==> src/hdl/hlmv_pkg.sv <==
// Types and constants shared by the max-violator pipeline.
`timescale 1ns / 1ps
`default_nettype none

package hlmv_pkg;

   localparam int VAL_W  = 32;
   localparam int ACC_W  = 64;
   localparam int IDX_W  = 8;
   localparam int EX_W   = 10;
   localparam int CNUM_W = 16;
   localparam int LOSS_W = 31;
   localparam int ECNT_W = 11;
   localparam int FCNT_W = 9;

   localparam logic [LOSS_W-1:0] LOSS_MAX = {LOSS_W{1'b1}};

   localparam logic [ECNT_W-1:0] EXAMPLE_COUNT_RST = 11'd1024;
   localparam logic [FCNT_W-1:0] FEATURE_COUNT_RST = 9'd256;

   // csr register indexes
   localparam logic CSR_EXAMPLE_COUNT = 1'b0;
   localparam logic CSR_FEATURE_COUNT = 1'b1;

   typedef enum logic [1:0] {
      OP_LOAD = 2'd0,
      OP_FEED = 2'd1,
      OP_READ = 2'd2
   } op_type;

   typedef enum logic [1:0] {
      ST_CLEAR = 2'b01,
      ST_RUN   = 2'b10
   } state_type;

   // accepted command word plus range checks done at the input
   typedef struct packed {
      logic              valid;
      op_type            op;
      logic [IDX_W-1:0]  eidx;
      logic [VAL_W-1:0]  val;
      logic [VAL_W-1:0]  margin;
      logic [EX_W-1:0]   ex;
      logic              ex_ok;
      logic [CNUM_W-1:0] cnum;
      logic              last;
      logic              feat_ok;
   } req_type;

   // finished dot product or read request leaving the MAC
   typedef struct packed {
      logic              valid;
      logic              is_read;
      logic [EX_W-1:0]   ex;
      logic              ex_ok;
      logic [CNUM_W-1:0] cnum;
      logic [VAL_W-1:0]  margin;
      logic [ACC_W-1:0]  dot;
   } dot_type;

   // clamped loss or read request entering the table
   typedef struct packed {
      logic              valid;
      logic              is_read;
      logic [EX_W-1:0]   ex;
      logic              ex_ok;
      logic [CNUM_W-1:0] cnum;
      logic [LOSS_W-1:0] loss;
   } loss_item_type;

   typedef struct packed {
      logic [LOSS_W-1:0] loss;
      logic [CNUM_W-1:0] winner;
   } entry_type;

   typedef struct packed {
      logic              valid;
      logic [EX_W-1:0]   ex;
      logic [LOSS_W-1:0] loss;
      logic [CNUM_W-1:0] winner;
      logic              status;
   } rsp_type;

endpackage

`default_nettype wire

==> src/hdl/hlmv_loss.sv <==
// Hinge loss: margin minus dot product, clamped at zero and saturated.
`timescale 1ns / 1ps
`default_nettype none

module hlmv_loss (
   input  logic                    clock,
   input  logic                    reset,
   input  hlmv_pkg::dot_type       dot_in,
   output hlmv_pkg::loss_item_type loss_out
);
   import hlmv_pkg::*;

   logic [ACC_W-1:0] marg_q32;
   logic [ACC_W-1:0] diff;
   loss_item_type    loss_ff;
   loss_item_type    loss_in;

   // margin moved to Q48.16, then one wide subtract
   assign marg_q32 = {{(ACC_W-VAL_W-16){dot_in.margin[VAL_W-1]}}, dot_in.margin, 16'd0};
   assign diff     = marg_q32 - dot_in.dot;

   always_comb begin
      loss_in.valid   = dot_in.valid;
      loss_in.is_read = dot_in.is_read;
      loss_in.ex      = dot_in.ex;
      loss_in.ex_ok   = dot_in.ex_ok;
      loss_in.cnum    = dot_in.cnum;
      // negative -> 0, too big -> max, else drop the fraction bits
      if (diff[ACC_W-1]) begin
         loss_in.loss = '0;
      end else if (|diff[ACC_W-2:LOSS_W+16]) begin
         loss_in.loss = LOSS_MAX;
      end else begin
         loss_in.loss = diff[LOSS_W+15:16];
      end
   end

   always_ff @(posedge clock) begin
      if (reset) begin
         loss_ff.valid <= 1'b0;
      end else begin
         loss_ff <= loss_in;
      end
   end

   assign loss_out = loss_ff;

endmodule

`default_nettype wire

==> config.mk <==
export PLATFORM = sky130hd
export DESIGN_NAME = hlmv_loss
export DESIGN_NICKNAME = d
export VERILOG_FILES = /design/src/hdl/hlmv_pkg.sv /design/src/hdl/hlmv_loss.sv
export SDC_FILE = /design/constraint.sdc
export NUM_CORES = 1
export LEC_CHECK = 0
export ABC_AREA = 0
export CORE_MARGIN = 3
export CORE_UTILIZATION = 40
export DETAILED_ROUTE_END_ITERATION = 8
export DONT_BUFFER_PORTS = 1
export HOLD_SLACK_MARGIN = 0.06
export SLEW_MARGIN = 40
export SYNTH_ARGS = -nofsm -noshare
export SYNTH_HDL_FRONTEND = slang
export SYNTH_SLANG_ARGS = --single-unit
==> constraint.sdc <==
create_clock -name clock -period 6.3 [get_ports clock]
set_input_delay 1.89 -clock clock [delete_from_list [all_inputs] [get_ports clock]]
set_output_delay 1.89 -clock clock [all_outputs]
set_load 0.1 [all_outputs]
==> results of run 1 <==
-- through the flow --
stage	std cells	total power (uW)	util (%)
floorplan	614	1250	-
global placement	768	1360	41.4
detailed placement	798	1540	47.0
CTS	812	1990	49.0
global route	816	2090	49.7
finish	816	1990	49.7
-- area by class of cell --
type	count	share of cell area [%]
Multi-Input combinational cell	458	49.9
Timing Repair Buffer	41	13.6
Clock inverter	4	0.614
Clock buffer	10	3.31
Sequential cell	60	25.9
Tap cell	180	3.25
Inverter	63	3.45
-- metal layers --
| layer | vias to the layer above | GRT usage [%] |
|---|---|---|
| li1 | 2325 | - |
| met1 | 2271 | 26.9 |
| met2 | 233 | 30.5 |
| met3 | 14 | 4.53 |
| met4 | 0 | 5.36 |
| met5 | - | 0 |
-- logic make-up after synthesis --
group	Yosys count
AOI/OAI and AO/OA	199
and+or+nand+nor	166
buffers and inverters	96
DFF	60
adders and majority gates	47
xor gates and xnor gates	41
muxes	5
-- placed cells by master (no fill, tap or decap), drive strengths merged, types with 22 or more instances in the layout --
cell type  synthesis  layout
a21oi             67      67
a41oi             31      31
buf               10      37
edfxtp            59      59
ha                47      47
inv               63      63
nand2             49      49
nor2              37      37
o21ai             34      34
xnor2             22      22
-- power groups by stage --
stage	logic [uW]	registers [uW]	clock network [uW]
final	890	663	441
after detailed placement	856	686	0
after CTS	862	679	451
after global routing	943	667	478
after floorplan	376	878	0
after global placement	466	892	0
-- final timing paths --
kind / from / endpoint / slack (ns) / cells after the start
worst min-delay path: reset / loss_out[59] / 1.64 / 1
worst max-delay path: dot_in[31] / loss_out[21] / 0.71 / 13
==> reports/qor.txt, run 1 <==
Synth Area in Simple Gates = 15.3%
Post-Place Worst Slack = 0.420 ns
1st-pass router iterations = 5
Die W = 125 um
WHS = 1.64 ns
Relative slew margins = 38.6%
Top FF cell, synth = edfxtp_1
setup repair bufs after CTS = 0
Net Sw Frac = 43.3%
max reg flops = 60
compound-cell area share of the yosys netlist = 27.1%
Flop pwr share = 33.3%
syn_area_per_cell = 9.29 sq um
largest net degree at the start of global routing = 60
most area-consuming cells after synthesis = edfxtp_1 31%, ha_1 10%, a41oi_2 8.6%
layout cell share with drive strength beyond 1 = 17.8%
clock transition at the registers of the reported paths = 0.04 ns
global placement routability congestion = 0.937
status = completed
WL per Instance = 19.6 um
worst hold path type = in2reg
Sequential Area = 0.00179 sq mm
Final Hold Fails = 0
Worst Path Buf+Inv = 2
clock sink count = 60
most frequent cell after synthesis = a21oi_1
met2 wire len = 7.24 mm
site row count = 43
Die ar. = 0.0157 sq mm
Synth Area in XOR/XNOR = 6.29%
CTS Buf Count = 9
Slew @ Worst Pin = 0.923 ns
post-route clock period utilization = 88.7%
Commonest cells post-synth = 67 x a21oi_1, 63 x inv_1, 59 x edfxtp_1
CTS tree = done
post-synthesis adder-cell area fraction = 10.3%
number of global-route vias before repair = 4,759
final setup TNS = 0 ns
Metal-1 WL = 7.27 mm
top-area cell type share of the netlist area = 31.1%
minimum clock period = 5.59 ns
Iter 0 DRT Violations = 300
Core Area = 0.0139 sq mm
Via-to-Cell Ratio = 5.94
WP data required = 6.32 ns
initial core utilization = 40.9%
Cell Area, Synth = 0.00571 sq mm
mux contribution to synthesized area = 0.943%
CP max stage delay = 0.55 ns
area occupied by multi-input gates = 0.00346 sq mm
Routed WL = 16.0 mm
drc violations = 0
Die H = 125 um
Max Clock Freq = 179 MHz
endpoints failing setup = 0
critical path's slowest cell = or4_1
clock tree buffer depth = 2
MaxCap Viol Count = 0
gr ovfl total = 0
Peak VDD IR = 188 uV
Int Pwr = 1130 uW
Crit path arrival time = 5.60 ns
first-pass GRT wire length = 25.0 mm
Hold Buf Count CTS = 0
HPWL Detailed = 12.9 mm
leading area contributor after synthesis = edfxtp_1
Syn Inst Count = 614
clk root buf = clkbuf_16
Warnings, synthesis = 0
Leak = 0.00270 uW
Setup WS post-layout = 0.715 ns
crit path launch type = input pin
Crit Path Class = in2reg
synth unique cells = 71
filler instances = 1,282
Seq/Total Area, Yosys = 31.4%
crit-path max FO = 31
Highest Signal Layer = met4
post-synthesis async set-or-reset flop share = 0%
Top Ports = 187
global router's overall resource usage = 19.4%
final instance area = 0.00693 sq mm
delay-heaviest family, CP = simple AND/OR/NAND/NOR gates
crit-path cells = inv_1 > ha_1 > a21o_1 > o21bai_1 > a221oi_1 > a21boi_0 > nor3_1 > nor3_1 > or4_1 > or4b_4 > nor4_4 > buf_12 > a41oi_1
clock share of power = 22.1%
placed cell area = 0.00655 sq mm
antenna-violating nets left = 0
Via Count = 4,843
WL met3 = 1.24 mm
NumNets Final = 807
PortBufs = 0
Mapped Nets = 788
area delta synth->final = 21.4%
RSZ-0062 raised after global routing = false
initial antenna violation count = 0
ANT cells = 0
CTS H-tree depth = 3
post-CTS sizing = 0
number of synthesized flops with an enable pin = 59
P_sw = 863 uW
power per cell area = 288 mW/mm^2
largest family of logic cells by synthesized area = compound AO/OA/AOI/OAI gates
part of the power in combinational logic = 44.6%
max-slew violations = 0
#FFs+latches synth = 60
Crit. End Element = flop
crit-path most repeated cell = nor3_1
(Power assumes the default switching activity.)
==> inputs of run 2 (changes only) <==
--- a/config.mk
+++ b/config.mk
@@ -11,6 +11,7 @@
 export DETAILED_ROUTE_END_ITERATION = 8
 export DONT_BUFFER_PORTS = 1
 export HOLD_SLACK_MARGIN = 0.06
+export PLACE_DENSITY = 0.65
 export SLEW_MARGIN = 40
 export SYNTH_ARGS = -nofsm -noshare
 export SYNTH_HDL_FRONTEND = slang
==> run 2 against run 1 <==
Net effect: die area unchanged; final cell count increased by 0.74%; critical path type unchanged; flip-flop and latch count unchanged; largest cell class unchanged; fmax is 0.47% higher; clock power grew 22%; non-clock buffer count grew 4; clock-buffer cell count grew 1; worst setup slack improved by 0.026 ns; utilization grew 1.3 points.
==> reports/qor.txt, run 2 (same netlist as run 1, synthesis figures left out) <==
ANT cells = 0 (unchanged)
first-pass GRT wire length = 25.7 mm (+2.5%)
post-CTS sizing = 0 (unchanged)
initial antenna violation count = 0 (unchanged)
CTS Buf Count = 9 (unchanged)
worst hold path type = in2reg
Relative slew margins = 40.2% (+1.6 points)
clock transition at the registers of the reported paths = 0.05 ns (about the same)
HPWL Detailed = 13.2 mm (+2.6%)
Crit Path Class = in2reg
part of the power in combinational logic = 45.0% (+0.4 points)
Die H = 125 um (unchanged)
WL per Instance = 19.5 um (-0.38%)
setup repair bufs after CTS = 0 (unchanged)
clock tree buffer depth = 2 (unchanged)
largest net degree at the start of global routing = 60 (unchanged)
hold depth = 1 (unchanged)
Peak VDD IR = 164 uV (-13%)
global placement routability congestion = 0.921 (-1.7%)
CP endpoint = loss_out[5]
NumNets Final = 811 (+0.50%)
placed cell area = 0.00668 sq mm (+1.9%)
gr ovfl total = 0 (unchanged)
Iter 0 DRT Violations = 208 (-31%)
clock sink count = 60 (unchanged)
Die ar. = 0.0157 sq mm (unchanged)
crit-path max FO = 31 (unchanged)
site row count = 43 (unchanged)
Core Area = 0.0139 sq mm (unchanged)
Flop pwr share = 29.6% (-3.7 points)
final setup TNS = 0 ns (unchanged)
Top Ports = 187 (unchanged)
initial core utilization = 40.9% (unchanged)
WP data required = 6.34 ns (+0.02 ns)
PortBufs = 0 (unchanged)
Hold Buf Count CTS = 0 (unchanged)
post-route clock period utilization = 88.2% (-0.41 points)
Critical Path Start = dot_in[31]
global router's overall resource usage = 20.1% (+0.71 points)
status = completed
CTS H-tree depth = 3 (unchanged)
max-slew violations = 0 (unchanged)
filler instances = 1,247 (-2.7%)
clock share of power = 25.5% (+3.4 points)
area delta synth->final = 24.6%
1st-pass router iterations = 5 (unchanged)
power per cell area = 297 mW/mm^2 (+3.1%)
endpoints failing setup = 0 (unchanged)
Final Hold Fails = 0 (unchanged)
leading cell type in the layout, fill and taps excluded = a21oi_1
number of global-route vias before repair = 4,679 (-1.7%)
Slew @ Worst Pin = 0.899 ns (-0.0237 ns)
Routed WL = 16.0 mm (+0.35%)
crit path launch type = input pin
Via Count = 4,780 (-1.3%)
Leak = 0.00279 uW (+3.2%)
Via-to-Cell Ratio = 5.82 (-2.0%)
P_sw = 872 uW (+1.1%)
Max Clock Freq = 180 MHz (+0.47%)
clk root buf = clkbuf_16
drc violations = 0 (unchanged)
Int Pwr = 1240 uW (+9.4%)
MaxCap Viol Count = 0 (unchanged)
max reg flops = 60 (unchanged)
Die W = 125 um (unchanged)
layout cell share with drive strength beyond 1 = 18.7% (+0.92 points)
final instance area = 0.00711 sq mm (+2.6%)
antenna-violating nets left = 0 (unchanged)
most frequent cells in the layout = 67 x a21oi_1, 62 x inv_1, 59 x edfxtp_1, 49 x nand2_1, 47 x ha_1
Crit. End Element = flop
Crit path arrival time = 5.60 ns (about the same)
RSZ-0062 raised after global routing = false
CTS tree = done
Net Sw Frac = 41.3% (-1.9 points)
minimum clock period = 5.56 ns (-0.0260 ns)
[run 2: cell types whose count changed in the layout (fill, tap and decap cells not counted), sizes merged]
| cell | change |
|---|---|
| buf | +4 |
| clkinv | -1 |
| clkbuf | +1 |
| bufinv | +2 |
[run 2: worst min-delay path by stage]
| stage | startpoint | endpoint |
|---|---|---|
| floorplan | reset | loss_out[59] |
| global placement | reset | loss_out[59] |
| detailed placement | reset | loss_out[59] |
| CTS | reset | loss_out[59] |
| global route | reset | loss_out[59] |
| finish | reset | loss_out[59] |
[run 2: critical path, stage by stage]
cell,delay (ns)
inv_1,0.02
ha_1,0.39
a21o_1,0.23
o21bai_1,0.20
a221oi_1,0.37
a21boi_0,0.15
nor3_1,0.43
nor3_1,0.10
or4_1,0.54
or4b_4,0.54
nor4_4,0.30
buf_12,0.26
a41oi_2,0.15
[run 2: cell type report]
type                    instances  area [sq um]  share of cell area [%]
multi-input cells             458          3440                    48.5
flip-flops and latches         60          1790                    25.2
repair buffers                 45          1070                    15.1
inverters                      63           239                    3.36
clock buffers                  11           233                    3.27
well taps                     180           225                    3.17
clock inverters                 5           100                    1.41
[run 2: power groups by stage]
stage / sequential, uW / combinational, uW / clock [uW]
global placement: 895 / 458 / 0
CTS: 640 / 923 / 550
global route: 628 / 1000 / 573
finish: 624 / 949 / 538
floorplan: 878 / 376 / 0
detailed placement: 647 / 916 / 0
[run 2: metal layers]
layer / part of all wire, % / vias to the layer above / track usage, %
met2: 47 / 213 / 32.4
li1: - / 2335 / -
met5: 0 / - / 0
met3: 7.0 / 20 / 4.53
met4: 2.0 / 0 / 6.19
met1: 44 / 2212 / 27.0
[run 2: metrics by stage]
stage / total power [uW] / std cells / setup slack (ns) / util [%] / hold WS, ns
after detailed placement: 1560 / 802 / 0.463 / 47.9 / 1.96
after global routing: 2210 / 822 / 0.499 / 51.0 / 1.62
after CTS: 2110 / 818 / 0.785 / 50.3 / 1.61
final: 2110 / 822 / 0.741 / 51.0 / 1.63
after global placement: 1350 / 765 / 0.628 / 41.2 / 1.97
after floorplan: 1250 / 614 / 0.843 / - / 1.96
